<file path="src/ttes_pkg.sv">
// Types and codes for the timer table with expiry scan.
// No dependencies; imported by every module of the block.
package ttes_pkg;

  localparam logic [47:0] DL_MAX = 48'hFFFF_FFFF_FFFF;

  typedef enum logic [1:0] {
    ACT_CREATE = 2'd0,
    ACT_STOP   = 2'd1,
    ACT_SCAN   = 2'd2,
    ACT_APPLY  = 2'd3
  } action_e;

  typedef enum logic [2:0] {
    KIND_CREATED = 3'd0,
    KIND_STOPPED = 3'd1,
    KIND_SCAN    = 3'd2,
    KIND_APPLIED = 3'd3,
    KIND_FULL    = 3'd4
  } kind_e;

  typedef enum logic [1:0] {
    ST_IDLE,
    ST_WALK,
    ST_DONE
  } state_e;

  typedef struct packed {
    action_e     action;
    logic [47:0] now;
    logic [31:0] delay;
    logic [15:0] handler;
    logic [7:0]  event_type;
    logic [31:0] timer_id;
  } in_t;

  typedef struct packed {
    kind_e       result_kind;
    logic        found;
    logic [31:0] out_id;
    logic        fire;
    logic [15:0] fire_handler;
    logic [7:0]  fire_type;
    logic [47:0] nearest_deadline;
    logic        last;
  } out_t;

  typedef struct packed {
    logic [31:0] id;
    logic [47:0] deadline;
    logic [15:0] handler;
    logic [7:0]  etype;
  } entry_t;

  typedef struct packed {
    logic ent_we;
    logic canc_we;
    logic canc_val;
    logic vld_set;
    logic vld_clr;
  } wr_ctl_t;

endpackage

</file>
<file path="src/ttes_store.sv">
// Slot storage: entry and cancel-flag memories plus per-slot valid flops.
// Depends on ttes_pkg. One write port, one registered read port.
module ttes_store #(
  parameter int TABLE_SLOTS = 16,
  parameter int IdxW = (TABLE_SLOTS > 1) ? $clog2(TABLE_SLOTS) : 1
) (
  input  logic              clk_i,
  input  logic              rst_ni,
  input  logic [IdxW-1:0]   rd_addr_i,
  output ttes_pkg::entry_t  rd_ent_o,
  output logic              rd_canc_o,
  output logic              rd_vld_o,
  input  ttes_pkg::wr_ctl_t wr_ctl_i,
  input  logic [IdxW-1:0]   wr_addr_i,
  input  ttes_pkg::entry_t  wr_ent_i
);
  import ttes_pkg::*;

  entry_t           ent_mem [TABLE_SLOTS];
  logic             canc_mem [TABLE_SLOTS];
  logic [TABLE_SLOTS-1:0] valid_q;
  entry_t           rd_ent_q;
  logic             rd_canc_q;
  logic             rd_vld_q;

  always_ff @(posedge clk_i) begin
    if (wr_ctl_i.ent_we) begin
      ent_mem[wr_addr_i] <= wr_ent_i;
    end
    if (wr_ctl_i.canc_we) begin
      canc_mem[wr_addr_i] <= wr_ctl_i.canc_val;
    end
    rd_ent_q  <= ent_mem[rd_addr_i];
    rd_canc_q <= canc_mem[rd_addr_i];
  end

  always_ff @(posedge clk_i or negedge rst_ni) begin
    if (!rst_ni) begin
      valid_q  <= '0;
      rd_vld_q <= 1'b0;
    end else begin
      if (wr_ctl_i.vld_set) begin
        valid_q[wr_addr_i] <= 1'b1;
      end else if (wr_ctl_i.vld_clr) begin
        valid_q[wr_addr_i] <= 1'b0;
      end
      rd_vld_q <= valid_q[rd_addr_i];
    end
  end

  assign rd_ent_o  = rd_ent_q;
  assign rd_canc_o = rd_canc_q;
  assign rd_vld_o  = rd_vld_q;

endmodule

</file>
<file path="src/ttes_ctrl.sv">
// Sequencer: walks the slots one per cycle through a shared compare unit
// (scans stall on a full output), then commits the table update and holds
// results in an output register. Depends on ttes_pkg; drives ttes_store.
module ttes_ctrl #(
  parameter int TABLE_SLOTS = 16,
  parameter int IdxW = (TABLE_SLOTS > 1) ? $clog2(TABLE_SLOTS) : 1
) (
  input  logic              clk_i,
  input  logic              rst_ni,
  input  logic              in_valid_i,
  output logic              in_ready_o,
  input  ttes_pkg::in_t     in_data_i,
  output logic              out_valid_o,
  input  logic              out_ready_i,
  output ttes_pkg::out_t    out_data_o,
  output logic [IdxW-1:0]   rd_addr_o,
  input  ttes_pkg::entry_t  rd_ent_i,
  input  logic              rd_canc_i,
  input  logic              rd_vld_i,
  output ttes_pkg::wr_ctl_t wr_ctl_o,
  output logic [IdxW-1:0]   wr_addr_o,
  output ttes_pkg::entry_t  wr_ent_o
);
  import ttes_pkg::*;

  localparam logic [IdxW-1:0] LastIdx = IdxW'(TABLE_SLOTS - 1);

  state_e          state_q, state_d;
  in_t             cmd_q, cmd_d;
  logic [31:0]     key_q, key_d;
  logic [31:0]     cnt_q, cnt_d;
  logic [IdxW-1:0] idx_q, idx_d;
  logic            hit_q, hit_d;
  logic [IdxW-1:0] hit_idx_q, hit_idx_d;
  logic            hit_canc_q, hit_canc_d;
  logic [15:0]     hit_hnd_q, hit_hnd_d;
  logic [7:0]      hit_type_q, hit_type_d;
  logic            free_q, free_d;
  logic [IdxW-1:0] free_idx_q, free_idx_d;
  logic            pend_q, pend_d;
  logic [31:0]     pend_id_q, pend_id_d;
  logic            have_q, have_d;
  logic [47:0]     near_q, near_d;
  logic            out_vld_q, out_vld_d;
  out_t            out_q, out_d;

  logic        in_acc, out_free, is_scan, at_end;
  logic        id_hit, expired, walk_stall, walk_exit;
  logic [48:0] dl_sum;
  logic [47:0] dl_sat;

  assign in_acc     = in_valid_i && in_ready_o;
  assign out_free   = !out_vld_q || out_ready_i;
  assign is_scan    = (cmd_q.action == ACT_SCAN);
  assign at_end     = (idx_q == LastIdx);
  assign id_hit     = rd_vld_i && (rd_ent_i.id == key_q);
  assign expired    = rd_vld_i && ((cmd_q.now >= rd_ent_i.deadline) || rd_canc_i);
  assign walk_stall = is_scan && expired && pend_q && !out_free;
  assign walk_exit  = !walk_stall && (at_end || (!is_scan && id_hit));
  assign dl_sum     = {1'b0, cmd_q.now} + {17'b0, cmd_q.delay};
  assign dl_sat     = dl_sum[48] ? DL_MAX : dl_sum[47:0];

  always_comb begin
    state_d = state_q;
    case (state_q)
      ST_IDLE: if (in_acc) state_d = ST_WALK;
      ST_WALK: if (walk_exit) state_d = ST_DONE;
      ST_DONE: if (out_free) state_d = ST_IDLE;
      default: state_d = ST_IDLE;
    endcase
  end

  always_comb begin
    cmd_d      = cmd_q;
    key_d      = key_q;
    cnt_d      = cnt_q;
    idx_d      = '0;
    hit_d      = hit_q;
    hit_idx_d  = hit_idx_q;
    hit_canc_d = hit_canc_q;
    hit_hnd_d  = hit_hnd_q;
    hit_type_d = hit_type_q;
    free_d     = free_q;
    free_idx_d = free_idx_q;
    pend_d     = pend_q;
    pend_id_d  = pend_id_q;
    have_d     = have_q;
    near_d     = near_q;
    out_d      = out_q;
    out_vld_d  = out_vld_q && !out_ready_i;
    wr_ctl_o   = '0;
    wr_addr_o  = hit_idx_q;
    wr_ent_o   = '{id: key_q, deadline: dl_sat, handler: cmd_q.handler,
                   etype: cmd_q.event_type};
    case (state_q)
      ST_IDLE: begin
        if (in_acc) begin
          cmd_d  = in_data_i;
          key_d  = (in_data_i.action == ACT_CREATE) ? cnt_q + 32'd1 : in_data_i.timer_id;
          hit_d  = 1'b0;
          free_d = 1'b0;
          pend_d = 1'b0;
          have_d = 1'b0;
          near_d = '0;
        end
      end
      ST_WALK: begin
        if (walk_stall || walk_exit) begin
          idx_d = idx_q;
        end else begin
          idx_d = idx_q + 1'b1;
        end
        if (!walk_stall) begin
          if (!is_scan) begin
            if (id_hit) begin
              hit_d      = 1'b1;
              hit_idx_d  = idx_q;
              hit_canc_d = rd_canc_i;
              hit_hnd_d  = rd_ent_i.handler;
              hit_type_d = rd_ent_i.etype;
            end
            if (!rd_vld_i && !free_q) begin
              free_d     = 1'b1;
              free_idx_d = idx_q;
            end
          end else if (expired) begin
            pend_d    = 1'b1;
            pend_id_d = rd_ent_i.id;
            if (pend_q) begin
              out_d             = '0;
              out_d.result_kind = KIND_SCAN;
              out_d.found       = 1'b1;
              out_d.out_id      = pend_id_q;
              out_vld_d         = 1'b1;
            end
          end else if (rd_vld_i && (!have_q || rd_ent_i.deadline < near_q)) begin
            near_d = rd_ent_i.deadline;
            have_d = 1'b1;
          end
        end
      end
      ST_DONE: begin
        if (out_free) begin
          out_vld_d  = 1'b1;
          out_d      = '0;
          out_d.last = 1'b1;
          case (cmd_q.action)
            ACT_CREATE: begin
              if (hit_q || free_q) begin
                wr_addr_o        = hit_q ? hit_idx_q : free_idx_q;
                wr_ctl_o.ent_we  = 1'b1;
                wr_ctl_o.canc_we = 1'b1;
                wr_ctl_o.vld_set = 1'b1;
                cnt_d            = key_q;
                out_d.result_kind = KIND_CREATED;
                out_d.out_id      = key_q;
              end else begin
                out_d.result_kind = KIND_FULL;
              end
            end
            ACT_STOP: begin
              wr_ctl_o.canc_we  = hit_q;
              wr_ctl_o.canc_val = 1'b1;
              out_d.result_kind = KIND_STOPPED;
              out_d.found       = hit_q;
            end
            ACT_SCAN: begin
              out_d.result_kind      = KIND_SCAN;
              out_d.found            = pend_q;
              out_d.out_id           = pend_q ? pend_id_q : 32'd0;
              out_d.nearest_deadline = near_q;
            end
            ACT_APPLY: begin
              wr_ctl_o.vld_clr  = hit_q;
              out_d.result_kind = KIND_APPLIED;
              out_d.found       = hit_q;
              if (hit_q && !hit_canc_q) begin
                out_d.fire         = 1'b1;
                out_d.fire_handler = hit_hnd_q;
                out_d.fire_type    = hit_type_q;
              end
            end
            default: out_d.result_kind = KIND_FULL;
          endcase
        end
      end
      default: ;
    endcase
  end

  always_ff @(posedge clk_i or negedge rst_ni) begin
    if (!rst_ni) begin
      state_q   <= ST_IDLE;
      cnt_q     <= '0;
      idx_q     <= '0;
      out_vld_q <= 1'b0;
      hit_q     <= 1'b0;
      free_q    <= 1'b0;
      pend_q    <= 1'b0;
      have_q    <= 1'b0;
    end else begin
      state_q   <= state_d;
      cnt_q     <= cnt_d;
      idx_q     <= idx_d;
      out_vld_q <= out_vld_d;
      hit_q     <= hit_d;
      free_q    <= free_d;
      pend_q    <= pend_d;
      have_q    <= have_d;
    end
  end

  always_ff @(posedge clk_i) begin
    cmd_q      <= cmd_d;
    key_q      <= key_d;
    hit_idx_q  <= hit_idx_d;
    hit_canc_q <= hit_canc_d;
    hit_hnd_q  <= hit_hnd_d;
    hit_type_q <= hit_type_d;
    free_idx_q <= free_idx_d;
    pend_id_q  <= pend_id_d;
    near_q     <= near_d;
    out_q      <= out_d;
  end

  assign in_ready_o  = (state_q == ST_IDLE);
  assign rd_addr_o   = idx_d;
  assign out_valid_o = out_vld_q;
  assign out_data_o  = out_q;

endmodule

</file>
<file path="src/timer_table_with_expiry_scan_core.sv">
// Timer table with expiry scan. Each transaction walks the slots one per
// cycle through a single compare unit, stretched for scans by output
// back-pressure: an item is accepted, walks the slots (lookups stop early
// on a match) and is committed before the next item is taken.
// Reset clears the valid bits and the id counter at once; no clearing pass.
// Depends on ttes_pkg, ttes_store and ttes_ctrl.
module timer_table_with_expiry_scan_core #(
  parameter int TABLE_SLOTS = 16
) (
  input  logic           clk_i,
  input  logic           rst_ni,
  input  logic           in_valid_i,
  output logic           in_ready_o,
  input  ttes_pkg::in_t  in_data_i,
  output logic           out_valid_o,
  input  logic           out_ready_i,
  output ttes_pkg::out_t out_data_o
);
  import ttes_pkg::*;

  localparam int IdxW = (TABLE_SLOTS > 1) ? $clog2(TABLE_SLOTS) : 1;

  logic [IdxW-1:0] rd_addr;
  entry_t          rd_ent;
  logic            rd_canc;
  logic            rd_vld;
  wr_ctl_t         wr_ctl;
  logic [IdxW-1:0] wr_addr;
  entry_t          wr_ent;

  ttes_store #(
    .TABLE_SLOTS(TABLE_SLOTS),
    .IdxW       (IdxW)
  ) u_store (
    .clk_i    (clk_i),
    .rst_ni   (rst_ni),
    .rd_addr_i(rd_addr),
    .rd_ent_o (rd_ent),
    .rd_canc_o(rd_canc),
    .rd_vld_o (rd_vld),
    .wr_ctl_i (wr_ctl),
    .wr_addr_i(wr_addr),
    .wr_ent_i (wr_ent)
  );

  ttes_ctrl #(
    .TABLE_SLOTS(TABLE_SLOTS),
    .IdxW       (IdxW)
  ) u_ctrl (
    .clk_i      (clk_i),
    .rst_ni     (rst_ni),
    .in_valid_i (in_valid_i),
    .in_ready_o (in_ready_o),
    .in_data_i  (in_data_i),
    .out_valid_o(out_valid_o),
    .out_ready_i(out_ready_i),
    .out_data_o (out_data_o),
    .rd_addr_o  (rd_addr),
    .rd_ent_i   (rd_ent),
    .rd_canc_i  (rd_canc),
    .rd_vld_i   (rd_vld),
    .wr_ctl_o   (wr_ctl),
    .wr_addr_o  (wr_addr),
    .wr_ent_o   (wr_ent)
  );

  a_no_write_when_ready: assert property (@(posedge clk_i) disable iff (!rst_ni)
    (wr_ctl.ent_we || wr_ctl.canc_we || wr_ctl.vld_set || wr_ctl.vld_clr) |-> !in_ready_o)
    else $error("table written while accepting input");

  a_ready_after_commit: assert property (@(posedge clk_i) disable iff (!rst_ni)
    (wr_ctl.ent_we || wr_ctl.canc_we || wr_ctl.vld_clr) |=> in_ready_o)
    else $error("not ready after table commit");

  a_commit_with_result: assert property (@(posedge clk_i) disable iff (!rst_ni)
    (wr_ctl.ent_we || wr_ctl.canc_we || wr_ctl.vld_clr) |=> (out_valid_o && out_data_o.last))
    else $error("table commit without final result");

  a_create_sets_valid: assert property (@(posedge clk_i) disable iff (!rst_ni)
    wr_ctl.ent_we |-> (wr_ctl.vld_set && !wr_ctl.vld_clr && wr_ctl.canc_we))
    else $error("entry write without valid set");

endmodule

</file>
<file path="config.mk">
export PLATFORM = sky130hd
export DESIGN_NAME = timer_table_with_expiry_scan_core
export DESIGN_NICKNAME = d
export VERILOG_FILES = /design/src/ttes_pkg.sv /design/src/ttes_store.sv /design/src/ttes_ctrl.sv /design/src/timer_table_with_expiry_scan_core.sv
export SDC_FILE = /design/constraint.sdc
export NUM_CORES = 2
export LEC_CHECK = 0
export ABC_AREA = 0
export BUFFER_PORTS_ARGS = -buffer_cell sky130_fd_sc_hd__clkbuf_2
export CORE_MARGIN = 2
export CORE_UTILIZATION = 30
export CTS_BUF_LIST = sky130_fd_sc_hd__clkbuf_4 sky130_fd_sc_hd__clkbuf_8
export DETAILED_ROUTE_END_ITERATION = 12
export GPL_ROUTABILITY_DRIVEN = 0
export HOLD_SLACK_MARGIN = 0.1
export SLEW_MARGIN = 20
export SYNTH_ARGS = -nofsm -noshare
export SYNTH_HDL_FRONTEND = slang
export SYNTH_HIERARCHICAL = 1
export SYNTH_SLANG_ARGS = --single-unit
</file>
<file path="constraint.sdc">
create_clock -name clk_i -period 10 [get_ports clk_i]
set_clock_uncertainty 0.2 [all_clocks]
set_input_delay 2 -clock clk_i [delete_from_list [all_inputs] [get_ports clk_i]]
set_output_delay 2 -clock clk_i [all_outputs]
set_load 0.05 [all_outputs]
</file>
==> results.json <==
{
  "syn_area_per_cell_um2": 19.47,
  "syn_nets": 4696,
  "chipHeight_um": 539.7,
  "areaGrowthSynthToFinish_pct": 14.96,
  "ios": 254,
  "fin_ws_ns": 3.603,
  "dpl-instance-area_um2": 91750,
  "period_share_pct": 63.97,
  "grt_pass1_vias": 45390,
  "hp-class": "reg2reg",
  "ys_ff_latch": 2206,
  "placementRows": 196,
  "switchingPower_mw": 7.883,
  "synth_area_leaders": "edfxtp_1 71%, mux4_2 11%, dfxtp_1 2.4%",
  "max_slew_margin_pct": 23.86,
  "yosysMostFrequentCell": "edfxtp_1",
  "clock_latency_ns": 0.97,
  "fin_cells": 8939,
  "post_cts_buffers": 0,
  "finalHoldViolations": 0,
  "drv_slew": 0,
  "coreArea_um2": 285200,
  "p_int_mw": 18.14,
  "fin_crit_ns": 6.397,
  "vias_per_cell": 4.949,
  "root_buffer": "clkbuf_8",
  "die_w_um": 539.7,
  "worstPathArrival_ns": 6.98,
  "drc": 0,
  "pwr-share-clk_pct": 30.3,
  "start_kind": "flop",
  "yosys_warnings": 6,
  "worst_pin_slew_ns": 1.142,
  "fin_util_pct": 34.70,
  "fmax_mhz": 156.3,
  "place_inst": 8281,
  "post_drt_wl_per_cell_um": 25.30,
  "netlist_area_um2": 86100,
  "p_per_area_nw_per_um2": 262.9,
  "grt_pass1_wl_um": 322800,
  "portBuffers": 253,
  "p_sw_share_pct": 30.29,
  "fin_setup_tns_ns": 0,
  "required_ns": 10.58,
  "postCtsHoldBufs": 0,
  "synth_edf_count": 2041,
  "synth_commonest_cells": "2041 x edfxtp_1, 424 x mux4_2, 253 x nand2_1, 213 x a22oi_1, 132 x ha_1",
  "synth_top_area_share_pct": 71.19,
  "synthCells": 4421,
  "grt_max_degree": 132,
  "worstPathMaxFanout": 61,
  "rsz0062_at_grt": "false",
  "synth_top_cell_by_area": "edfxtp_1",
  "cts_resized": 0,
  "p_leak_nw": 32.68,
  "drtAntennaViolNets": 0,
  "grt_overflow": 0,
  "drtPass1Iterations": 6,
  "hpwl_um": 122500,
  "drive_above_1_share_pct": 27.48,
  "pwr-share-seq_pct": 47.3,
  "cts_made_buffers": 358,
  "status": "complete, no violations",
  "cap_violations": 0,
  "clkTransAtPathRegs_ns": 0.06,
  "start_util_pct": 30.19,
  "htree_levels": 5,
  "clock_sinks": 2206,
  "die_area_um2": 291300,
  "ys.flop_type": "edfxtp_1",
  "pre_cts_ws_ns": 3.578,
  "wirelength_um": 226200,
  "grt_use_total_pct": 15.11,
  "cts_tree": "built",
  "yosysUniqueCellTypes": 68,
  "vias": 44240,
  "drtIter0Drc": 4344,
  "antenna_found_initial": 24,
  "path_class": "reg2reg",
  "postLayoutCellArea_um2": 98980,
  "comb_power_share_pct": 22.4,
  "worstSetupEndpointType": "flop",
  "peakVddDrop_uv": 330.4,
  "clockBufferDepth": 4,
  "setup_viol": 0,
  "async_flop_share_pct": 2.720,
  "nets": 5154,
  "yosysSeqAreaShare_pct": 75.37
}
## area by class of cell
cell class	count	area [µm²]
Tap cell	3762	4707
Antenna cell	6	15.01
Multi-Input combinational cell	1864	19640
Clock buffer	511	6245
Timing Repair Buffer	328	2052
Fill cell	26630	186200
Sequential cell	2206	64890
Clock inverter	141	970.9
Inverter	121	459.2
## final timing paths
kind                                 startpoint                    to  slack [ns]  cells past startpoint
max in group asynchronous                rst_ni       u_ctrl/idx_q[2]        7.89                      1
max reg2reg                u_store/rd_ent_o[49]  u_store/rd_ent_o[98]        3.60                     15
min in group asynchronous                rst_ni      u_ctrl/cnt_q[25]        0.94                      1
min reg2reg                 u_store/rd_ent_o[2]  u_ctrl/hit_type_q[2]        0.13                      0
min                         u_store/rd_ent_o[2]  u_ctrl/hit_type_q[2]        0.13                      0
max                        u_store/rd_ent_o[49]  u_store/rd_ent_o[98]        3.60                     15
## power by group through the flow
stage	Sequential [mW]	Clock [mW]	Combinational, mW
floorplan	12.7	0	3.93
global placement	12.5	0	5.80
detailed placement	12.5	0	5.89
CTS	12.3	8.08	5.92
global route	12.4	8.48	6.35
finish	12.3	7.88	5.83
## stage by stage
| stage | total power [mW] | hold slack, ns |
|---|---|---|
| final | 26.03 | 0.1299 |
| after global routing | 27.24 | 0.1648 |
| after CTS | 26.34 | 0.1361 |
| after detailed placement | 18.41 | 0.1887 |
| after global placement | 18.30 | 0.1883 |
| after floorplan | 16.64 | 0.1855 |
## worst max-delay path: stages (launching register included)
cell      delay (ns)
dfxtp_1         0.41
inv_1           0.08
ha_1            0.32
a21oi_1         0.15
o21ai_0         0.14
a221o_1         0.45
nor4b_1         0.44
buf_4           0.18
o21ai_0         0.35
a31o_2          0.43
a21boi_0        0.63
mux2i_4         0.82
buf_4           0.86
mux4_2          0.42
a22oi_1         0.20
nand2_1         0.10
## placed cells by master (no fill, tap or decap), types with 13 or more instances in the layout
cell / synthesis / final
a22oi_1: 213 / 213
clkbuf_2: 0 / 252
a22o_1: 49 / 49
mux4_2: 424 / 424
xnor2_1: 32 / 32
and3_1: 60 / 60
nand3_1: 38 / 38
dfrtp_1: 60 / 60
buf_4: 41 / 59
dfxtp_1: 105 / 105
clkbuf_4: 0 / 126
clkinv_1: 0 / 75
nand2_1: 253 / 253
nand2b_1: 13 / 13
clkbuf_8: 0 / 385
a21oi_1: 69 / 69
a21o_1: 34 / 34
nand4_1: 31 / 31
mux2_2: 40 / 40
inv_1: 121 / 120
nor3_1: 15 / 13
nor2_1: 57 / 53
and2_4: 0 / 17
nor4_1: 15 / 14
edfxtp_1: 2041 / 2041
ha_1: 132 / 130
o21ai_0: 77 / 77
and2_1: 111 / 93
clkinv_2: 0 / 34
xor2_1: 57 / 57
buf_12: 0 / 16
## routing by layer
metal	up-vias	global-route usage (%)	part of all wire, %
li1	18850	-	-
met2	1650	24.76	48
met5	-	0	0.023
met4	8	4.339	2.6
met1	23400	20.33	42
met3	335	2.975	6.7
## registers in the layout (all words and copies together), names as in the netlist, 8 cells and up, named ones only
signal	flops
u_store/ent_mem	1664
u_ctrl/hit_type_q	8
u_ctrl/wr_ent_o	24
u_ctrl/key_q	32
u_ctrl/hit_hnd_q	16
u_ctrl/out_data_o	110
u_ctrl/near_q	48
u_ctrl/pend_id_q	32
u_ctrl/cmd_q	82
u_ctrl/cnt_q	32
u_store/canc_mem	16
u_store/rd_ent_o	104
## kinds of logic after synthesis
group | Yosys count | share of synthesized area (%)
flops | 2206 | 75.37
simple gates | 648 | 3.847
fa+ha+maj | 133 | 1.942
xor+xnor | 89 | 0.9054
mux | 469 | 11.67
compound gates | 525 | 4.259
buf+inv | 351 | 2.004
(Power assumes the default switching activity.)
